### config.mk
export PLATFORM = sky130hd
export DESIGN_NAME = first_fit_bin_allocator
export DESIGN_NICKNAME = d
export VERILOG_FILES = /design/src/sv/ffba_pkg.sv /design/src/sv/ffba_space_store.sv /design/src/sv/ffba_seq.sv /design/src/sv/first_fit_bin_allocator.sv
export SDC_FILE = /design/constraint.sdc
export NUM_CORES = 1
export LEC_CHECK = 0
export BUFFER_PORTS_ARGS = -buffer_cell sky130_fd_sc_hd__buf_2
export CAP_MARGIN = 20
export CELL_PAD_IN_SITES_DETAIL_PLACEMENT = 0
export CELL_PAD_IN_SITES_GLOBAL_PLACEMENT = 1
export CORE_AREA = 5 5 181 183
export DETAILED_ROUTE_END_ITERATION = 8
export DIE_AREA = 0 0 186 188
export GPL_TIMING_DRIVEN = 0
export PLACE_DENSITY_LB_ADDON = 0.15
export SYNTH_ARGS = -nofsm -noshare
export SYNTH_HDL_FRONTEND = slang
export SYNTH_HIERARCHICAL = 1
export SYNTH_SLANG_ARGS = --single-unit
### constraint.sdc
create_clock -name clk_i -period 9.8 [get_ports clk_i]
set_input_delay 0 -clock clk_i [delete_from_list [all_inputs] [get_ports clk_i]]
set_output_delay 0 -clock clk_i [all_outputs]
set_load 0.01 [all_outputs]
### src/sv/ffba_pkg.sv
// Package for the first-fit box allocator.
// Holds the box count, derived widths, register indexes, the sequencer states
// and the request bundle between the sequencer and the space store.
package ffba_pkg;

  localparam int NumBoxes = 16;
  localparam int IdxW = (NumBoxes > 1) ? $clog2(NumBoxes) : 1;
  localparam int CntW = $clog2(NumBoxes + 1);

  localparam int SizeW = 8;
  localparam int CapW = 8;
  localparam int BoxCountW = 5;
  localparam int CfgDataW = 8;
  localparam int CfgIdxW = 1;
  localparam int OutIdxW = 4;
  localparam int OutUsedW = 5;

  localparam logic [CapW-1:0] CapacityAtReset = CapW'(5);
  localparam logic [BoxCountW-1:0] CountAtReset = BoxCountW'(16);

  localparam logic [CfgIdxW-1:0] RegBoxCapacity = 1'b0;
  localparam logic [CfgIdxW-1:0] RegBoxCount = 1'b1;

  typedef enum logic [1:0] {
    StIdle,
    StScan,
    StHold
  } state_e;

  typedef struct packed {
    logic            refill;
    logic [CapW-1:0] level;
    logic [IdxW-1:0] rd_idx;
    logic            wr_en;
    logic [IdxW-1:0] wr_idx;
    logic [CapW-1:0] wr_data;
  } store_req_t;

endpackage

### src/sv/ffba_space_store.sv
// Remaining space of every box, one register per box with a written flag.
// A refill clears all flags at once and records the new level; an unwritten
// box reads as that level. Depends on ffba_pkg.
module ffba_space_store (
  input  logic                            clk_i,
  input  logic                            rst_ni,
  input  ffba_pkg::store_req_t            req_i,
  output logic [ffba_pkg::CapW-1:0]       rd_space_o
);

  logic [ffba_pkg::CapW-1:0]     space_q [ffba_pkg::NumBoxes];
  logic [ffba_pkg::NumBoxes-1:0] written_q;
  logic [ffba_pkg::CapW-1:0]     level_q;

  assign rd_space_o = written_q[req_i.rd_idx] ? space_q[req_i.rd_idx] : level_q;

  always_ff @(posedge clk_i or negedge rst_ni) begin
    if (!rst_ni) begin
      written_q <= '0;
      level_q   <= ffba_pkg::CapacityAtReset;
    end else if (req_i.refill) begin
      written_q <= '0;
      level_q   <= req_i.level;
    end else if (req_i.wr_en) begin
      written_q[req_i.wr_idx] <= 1'b1;
    end
  end

  always_ff @(posedge clk_i) begin
    if (!req_i.refill && req_i.wr_en) begin
      space_q[req_i.wr_idx] <= req_i.wr_data;
    end
  end

endmodule

### src/sv/ffba_seq.sv
// Sequencer for the first-fit search: one compare and subtract unit walks the
// boxes one per cycle, then the result is held in an output register.
// Depends on ffba_pkg.
module ffba_seq (
  input  logic                               clk_i,
  input  logic                               rst_ni,
  input  logic [ffba_pkg::CapW-1:0]          box_capacity_i,
  input  logic [ffba_pkg::BoxCountW-1:0]     box_count_i,
  input  logic                               in_valid_i,
  output logic                               in_ready_o,
  input  logic [ffba_pkg::SizeW-1:0]         item_size_i,
  input  logic                               new_batch_i,
  output logic                               out_valid_o,
  input  logic                               out_ready_i,
  output logic                               placed_o,
  output logic [ffba_pkg::OutIdxW-1:0]       box_index_o,
  output logic [ffba_pkg::CapW-1:0]          space_left_o,
  output logic [ffba_pkg::OutUsedW-1:0]      boxes_used_o,
  output ffba_pkg::store_req_t               store_req_o,
  input  logic [ffba_pkg::CapW-1:0]          rd_space_i
);

  ffba_pkg::state_e state_q, state_d;

  logic [ffba_pkg::SizeW-1:0] size_q, size_d;
  logic [ffba_pkg::IdxW-1:0]  idx_q, idx_d;
  logic [ffba_pkg::CntW-1:0]  limit_q, limit_d;
  logic [ffba_pkg::CntW-1:0]  used_q, used_d;
  logic                       res_placed_q, res_placed_d;
  logic [ffba_pkg::IdxW-1:0]  res_idx_q, res_idx_d;
  logic [ffba_pkg::CapW-1:0]  res_left_q, res_left_d;
  logic                       out_valid_q, out_valid_d;
  logic                       out_placed_q, out_placed_d;
  logic [ffba_pkg::IdxW-1:0]  out_idx_q, out_idx_d;
  logic [ffba_pkg::CapW-1:0]  out_left_q, out_left_d;
  logic [ffba_pkg::CntW-1:0]  out_used_q, out_used_d;

  logic                       in_fire;
  logic                       out_free;
  logic                       fits;
  logic [ffba_pkg::CapW-1:0]  diff;
  logic                       last_box;
  logic [ffba_pkg::CntW-1:0]  limit_in;
  logic [ffba_pkg::CntW-1:0]  next_used;

  assign in_fire  = in_valid_i && (state_q == ffba_pkg::StIdle);
  assign out_free = !out_valid_q || out_ready_i;

  assign fits      = ({1'b0, size_q} <= {1'b0, rd_space_i});
  assign diff      = rd_space_i - size_q;
  assign last_box  = (ffba_pkg::CntW'(idx_q) + ffba_pkg::CntW'(1)) == limit_q;
  assign next_used = ffba_pkg::CntW'(idx_q) + ffba_pkg::CntW'(1);
  assign limit_in  = (32'(box_count_i) > 32'(ffba_pkg::NumBoxes)) ?
                     ffba_pkg::CntW'(ffba_pkg::NumBoxes) : ffba_pkg::CntW'(box_count_i);

  always_comb begin
    state_d = state_q;
    case (state_q)
      ffba_pkg::StIdle: begin
        if (in_fire) begin
          state_d = (limit_in == '0) ? ffba_pkg::StHold : ffba_pkg::StScan;
        end
      end
      ffba_pkg::StScan: begin
        if (fits || last_box) begin
          state_d = ffba_pkg::StHold;
        end
      end
      ffba_pkg::StHold: begin
        if (out_free) begin
          state_d = ffba_pkg::StIdle;
        end
      end
      default: state_d = ffba_pkg::StIdle;
    endcase
  end

  always_comb begin
    in_ready_o           = (state_q == ffba_pkg::StIdle);
    store_req_o.refill   = in_fire && new_batch_i;
    store_req_o.level    = box_capacity_i;
    store_req_o.rd_idx   = idx_q;
    store_req_o.wr_en    = (state_q == ffba_pkg::StScan) && fits;
    store_req_o.wr_idx   = idx_q;
    store_req_o.wr_data  = diff;
  end

  always_comb begin
    size_d       = size_q;
    idx_d        = idx_q;
    limit_d      = limit_q;
    used_d       = used_q;
    res_placed_d = res_placed_q;
    res_idx_d    = res_idx_q;
    res_left_d   = res_left_q;
    out_valid_d  = out_valid_q && !out_ready_i;
    out_placed_d = out_placed_q;
    out_idx_d    = out_idx_q;
    out_left_d   = out_left_q;
    out_used_d   = out_used_q;
    case (state_q)
      ffba_pkg::StIdle: begin
        if (in_fire) begin
          size_d       = item_size_i;
          idx_d        = '0;
          limit_d      = limit_in;
          res_placed_d = 1'b0;
          res_idx_d    = '0;
          res_left_d   = '0;
          if (new_batch_i) begin
            used_d = '0;
          end
        end
      end
      ffba_pkg::StScan: begin
        if (fits) begin
          res_placed_d = 1'b1;
          res_idx_d    = idx_q;
          res_left_d   = diff;
          if (next_used > used_q) begin
            used_d = next_used;
          end
        end else if (!last_box) begin
          idx_d = idx_q + ffba_pkg::IdxW'(1);
        end
      end
      ffba_pkg::StHold: begin
        if (out_free) begin
          out_valid_d  = 1'b1;
          out_placed_d = res_placed_q;
          out_idx_d    = res_idx_q;
          out_left_d   = res_left_q;
          out_used_d   = used_q;
        end
      end
      default: begin
      end
    endcase
  end

  always_ff @(posedge clk_i or negedge rst_ni) begin
    if (!rst_ni) begin
      state_q     <= ffba_pkg::StIdle;
      used_q      <= '0;
      out_valid_q <= 1'b0;
    end else begin
      state_q     <= state_d;
      used_q      <= used_d;
      out_valid_q <= out_valid_d;
    end
  end

  always_ff @(posedge clk_i) begin
    size_q       <= size_d;
    idx_q        <= idx_d;
    limit_q      <= limit_d;
    res_placed_q <= res_placed_d;
    res_idx_q    <= res_idx_d;
    res_left_q   <= res_left_d;
    out_placed_q <= out_placed_d;
    out_idx_q    <= out_idx_d;
    out_left_q   <= out_left_d;
    out_used_q   <= out_used_d;
  end

  assign out_valid_o  = out_valid_q;
  assign placed_o     = out_placed_q;
  assign box_index_o  = ffba_pkg::OutIdxW'(out_idx_q);
  assign space_left_o = out_left_q;
  assign boxes_used_o = ffba_pkg::OutUsedW'(out_used_q);

endmodule

### src/sv/first_fit_bin_allocator.sv
// Top level of the first-fit box allocator: configuration registers, the
// search sequencer and the box space store. Depends on ffba_pkg, ffba_seq
// and ffba_space_store.
//
//   Channel  Direction  Handshake              Contents
//   cfg      in         cfg_we_i               cfg_idx_i, cfg_data_i
//   in       in         in_valid_i/in_ready_o  item_size_i, new_batch_i
//   out      out        out_valid_o/out_ready_i placed_o, box_index_o,
//                                              space_left_o, boxes_used_o
//
// A word is taken in StIdle, the boxes are searched in turn in StScan up to the
// box count, and the result waits in StHold until the output register is free;
// the search runs on the single compare and subtract unit.
// A new batch refills every box in the cycle the word is taken.
// Reset fills every box to a capacity of five and clears the used count.
// A stalled output holds its word while the next input word is taken.
module first_fit_bin_allocator (
  input  logic                              clk_i,
  input  logic                              rst_ni,
  input  logic                              cfg_we_i,
  input  logic [ffba_pkg::CfgIdxW-1:0]      cfg_idx_i,
  input  logic [ffba_pkg::CfgDataW-1:0]     cfg_data_i,
  input  logic                              in_valid_i,
  output logic                              in_ready_o,
  input  logic [ffba_pkg::SizeW-1:0]        item_size_i,
  input  logic                              new_batch_i,
  output logic                              out_valid_o,
  input  logic                              out_ready_i,
  output logic                              placed_o,
  output logic [ffba_pkg::OutIdxW-1:0]      box_index_o,
  output logic [ffba_pkg::CapW-1:0]         space_left_o,
  output logic [ffba_pkg::OutUsedW-1:0]     boxes_used_o
);

  logic [ffba_pkg::CapW-1:0]      box_capacity_q;
  logic [ffba_pkg::BoxCountW-1:0] box_count_q;
  ffba_pkg::store_req_t           store_req;
  logic [ffba_pkg::CapW-1:0]      rd_space;

  always_ff @(posedge clk_i or negedge rst_ni) begin
    if (!rst_ni) begin
      box_capacity_q <= ffba_pkg::CapacityAtReset;
      box_count_q    <= ffba_pkg::CountAtReset;
    end else if (cfg_we_i) begin
      case (cfg_idx_i)
        ffba_pkg::RegBoxCapacity: box_capacity_q <= ffba_pkg::CapW'(cfg_data_i);
        ffba_pkg::RegBoxCount:    box_count_q    <= ffba_pkg::BoxCountW'(cfg_data_i);
        default: begin
        end
      endcase
    end
  end

  ffba_seq u_seq (
    .clk_i          (clk_i),
    .rst_ni         (rst_ni),
    .box_capacity_i (box_capacity_q),
    .box_count_i    (box_count_q),
    .in_valid_i     (in_valid_i),
    .in_ready_o     (in_ready_o),
    .item_size_i    (item_size_i),
    .new_batch_i    (new_batch_i),
    .out_valid_o    (out_valid_o),
    .out_ready_i    (out_ready_i),
    .placed_o       (placed_o),
    .box_index_o    (box_index_o),
    .space_left_o   (space_left_o),
    .boxes_used_o   (boxes_used_o),
    .store_req_o    (store_req),
    .rd_space_i     (rd_space)
  );

  ffba_space_store u_store (
    .clk_i      (clk_i),
    .rst_ni     (rst_ni),
    .req_i      (store_req),
    .rd_space_o (rd_space)
  );

endmodule

==> qor.yml <==
p_leak_uw: 0.00412
path_clk_slew_ns: 0.06
slew_viol_final: 0
wl_per_cell_um: 19.5
synthTopCellsByArea: "edfxtp_1 58%, dfrtp_1 11%, mux4_2 8.9%"
synth_top_flop_cell: "edfxtp_1"
syn_area_per_cell_um2: 17.4
synth_top_area_frac: 0.577
rsz0062_at_grt: "no"
overflow: 0
yosys_warnings: 6
die_h_um: 188
power_density_mw_per_mm2: 365
synth.most_common_cell: "edfxtp_1"
cts_tree: "done"
max_cap_viol_count: 0
antenna_cells: 0
grt.total_usage: 0.119
antenna_found_initial: 0
drt_iter0_drc: 270
ys_types: 51
ant_nets: 0
netSwitchingPower_uw: 1380
drtPass1Iterations: 4
max_freq_mhz: 168
hold_violations: 0
ios: 43
slowest_stage: "nor2_1"
worstPathRequired_ns: 9.94
clock_sinks: 221
numCtsBuffers: 26
grt_pass1_wl_um: 31300
grt_max_degree: 46
switching_share: 0.340
htree_levels: 1
slowest_delay_ns: 0.82
power.share.sequential: 0.397
critPathArrivalTime_ns: 6.09
gp_congestion: 0.764
seq_area_frac_synth: 0.701
io_buffers: 42
die_x_um: 186
fin_crit_sh: 0.607
critPathLaunchType: "flop"
async_reset_ff_frac: 0.204
insertion_delay_ns: 0.52
vias: 4807
grt_pass1_vias: 5068
clockRootBuffer: "clkbuf_16"
cts_buffer_depth: 3
syn2layout_area_growth_pct: 21.8
syn-cell-area_mm2: 0.00915
layout-drive-gt1-share: 0.293
synth_edf_count: 176
synth.largest_area_cell: "edfxtp_1"
die_area_mm2: 0.0350
layout.nets: 672
finalSetupTns_ns: 0
routed_via_density: 4.56
comb_power_share: 0.365
crit_chain: "buf_4, buf_2, clkbuf_1, mux4_2, a22oi_1, nand2_1, mux2_4, inv_1, ha_1, fa_1, nand2b_1, a21oi_2, a41oi_1, o221a_4, nor2_1, nand2b_1, or3b_2, nor2_1"
setup_violations: 0
wirelength_um: 20500
synthesis.nets: 563
clkPwrFrac: 0.239
synth_top_cells_by_count: "176 x edfxtp_1, 40 x dfrtp_1, 36 x mux4_2"
coreArea_mm2: 0.0311
p_int_uw: 2680
fin_crit_ns: 5.95
slew_headroom: 0.284
yosys_register_bits: 221
dp_hpwl_um: 13900
power.total_uw: 4060
drc: 0
critPathTopFamily: "simple AND/OR/NAND/NOR gates"
holdCritPathClass: "input pin to flop"
crit_buf_inv: 4
crit_fanout: 10
crit_type: "flop to flop"
tightest_slew_ns: 1.07
status: "completed"
synth_cells: 525
start_util: 0.295
finClkSkew_ns: 0.00792
endpoint_kind: "flop"
row_count: 65
cts_resized: 0
vdd_drop_max_mv: 0.152
-- layer usage --
layer,wire length [µm],up-vias,track usage
met5,0,-,0
met3,837,32,0.0178
met2,9700,75,0.189
li1,-,2222,-
met1,9510,2478,0.170
met4,496,0,0.0305
-- through the flow --
stage / util / worst slack [ns] / hold slack, ns / area [µm²] / instances
after floorplan: - / 4.90 / -0.296 / 9150 / 525
after global placement: 0.318 / 3.26 / 0.178 / 9870 / 969
after detailed placement: 0.321 / 3.79 / 0.180 / 9960 / 977
after CTS: 0.358 / 3.74 / 0.172 / 11100 / 1052
after global routing: 0.359 / 3.52 / 0.188 / 11100 / 1054
final: 0.359 / 3.85 / 0.192 / 11100 / 1054
-- what timing repair did --
item,CTS,global route
hold buffers,29,1
endpoints found under the hold margin,74,7
setup endpoints to repair,0,0
buffers inserted,0,0
-- path summary, 6_finish.rpt --
| kind | to | slack (ns) | from | depth (start not counted) |
|---|---|---|---|---|
| worst max-delay path | u_store/space_q[5][5] | 3.85 | u_seq/idx_q[2] | 18 |
| worst min-delay path | u_seq/size_q[2] | 0.19 | item_size_i[2] | 2 |
| worst max register to register | u_store/space_q[5][5] | 3.85 | u_seq/idx_q[2] | 18 |
| worst min register to register | u_seq/box_index_o[2] | 0.42 | u_seq/res_idx_q[2] | 0 |
| max in group asynchronous | u_store/level_q[0] | 8.85 | rst_ni | 4 |
| min in group asynchronous | u_seq/used_q[4] | 0.40 | rst_ni | 3 |
-- sequential cells by signal (all words and copies together), names as in the netlist, 5 cells and up --
| name | flops |
|---|---|
| u_seq/used_q | 5 |
| u_seq/res_left_q | 8 |
| u_seq/boxes_used_o | 5 |
| u_seq/space_left_o | 8 |
| u_store/written_q | 16 |
| u_seq/size_q | 8 |
| u_store/space_q | 128 |
| box_capacity_q | 8 |
| u_seq/limit_q | 5 |
| u_store/level_q | 8 |
| box_count_q | 5 |
-- cell type report --
cell class / instances / area (µm²)
well taps: 402 / 503
clock buffers: 33 / 698
fillers: 2990 / 19900
plain buffers: 30 / 193
flip-flops and latches: 221 / 6420
repair buffers: 81 / 594
multi-input cells: 250 / 2480
inverters: 24 / 90.1
clock inverters: 13 / 170
-- power by group through the flow --
stage          logic, µW  clock network (µW)  registers (µW)
5_1_grt             1640                1040            1630
3_5_place_dp        1500                   0            1640
3_3_place_gp        1410                   0            1640
4_1_cts             1520                1000            1620
2_1_floorplan        935                   0            1610
6_report            1480                 970            1610
-- cells by family after synthesis --
family	after synthesis	synth area share
flops	221	0.701
simple gates	94	0.0534
mux	70	0.134
compound gates	59	0.0483
buf+inv	54	0.0309
fa+ha+maj	15	0.0213
xor+xnor	12	0.0115
-- cells in the final DEF, fill, tap and decap left out, types with 21 or more instances in the layout --
cell	netlist	routed
nand2_1	22	22
edfxtp_1	176	176
dfrtp_1	40	40
mux4_2	36	36
nor2_1	27	27
dlygate4sd3_1	0	30
inv_1	24	24
clkbuf_16	0	27
buf_2	1	43
mux2_2	21	21
Note: power is estimated with default switching activity, not from simulation.
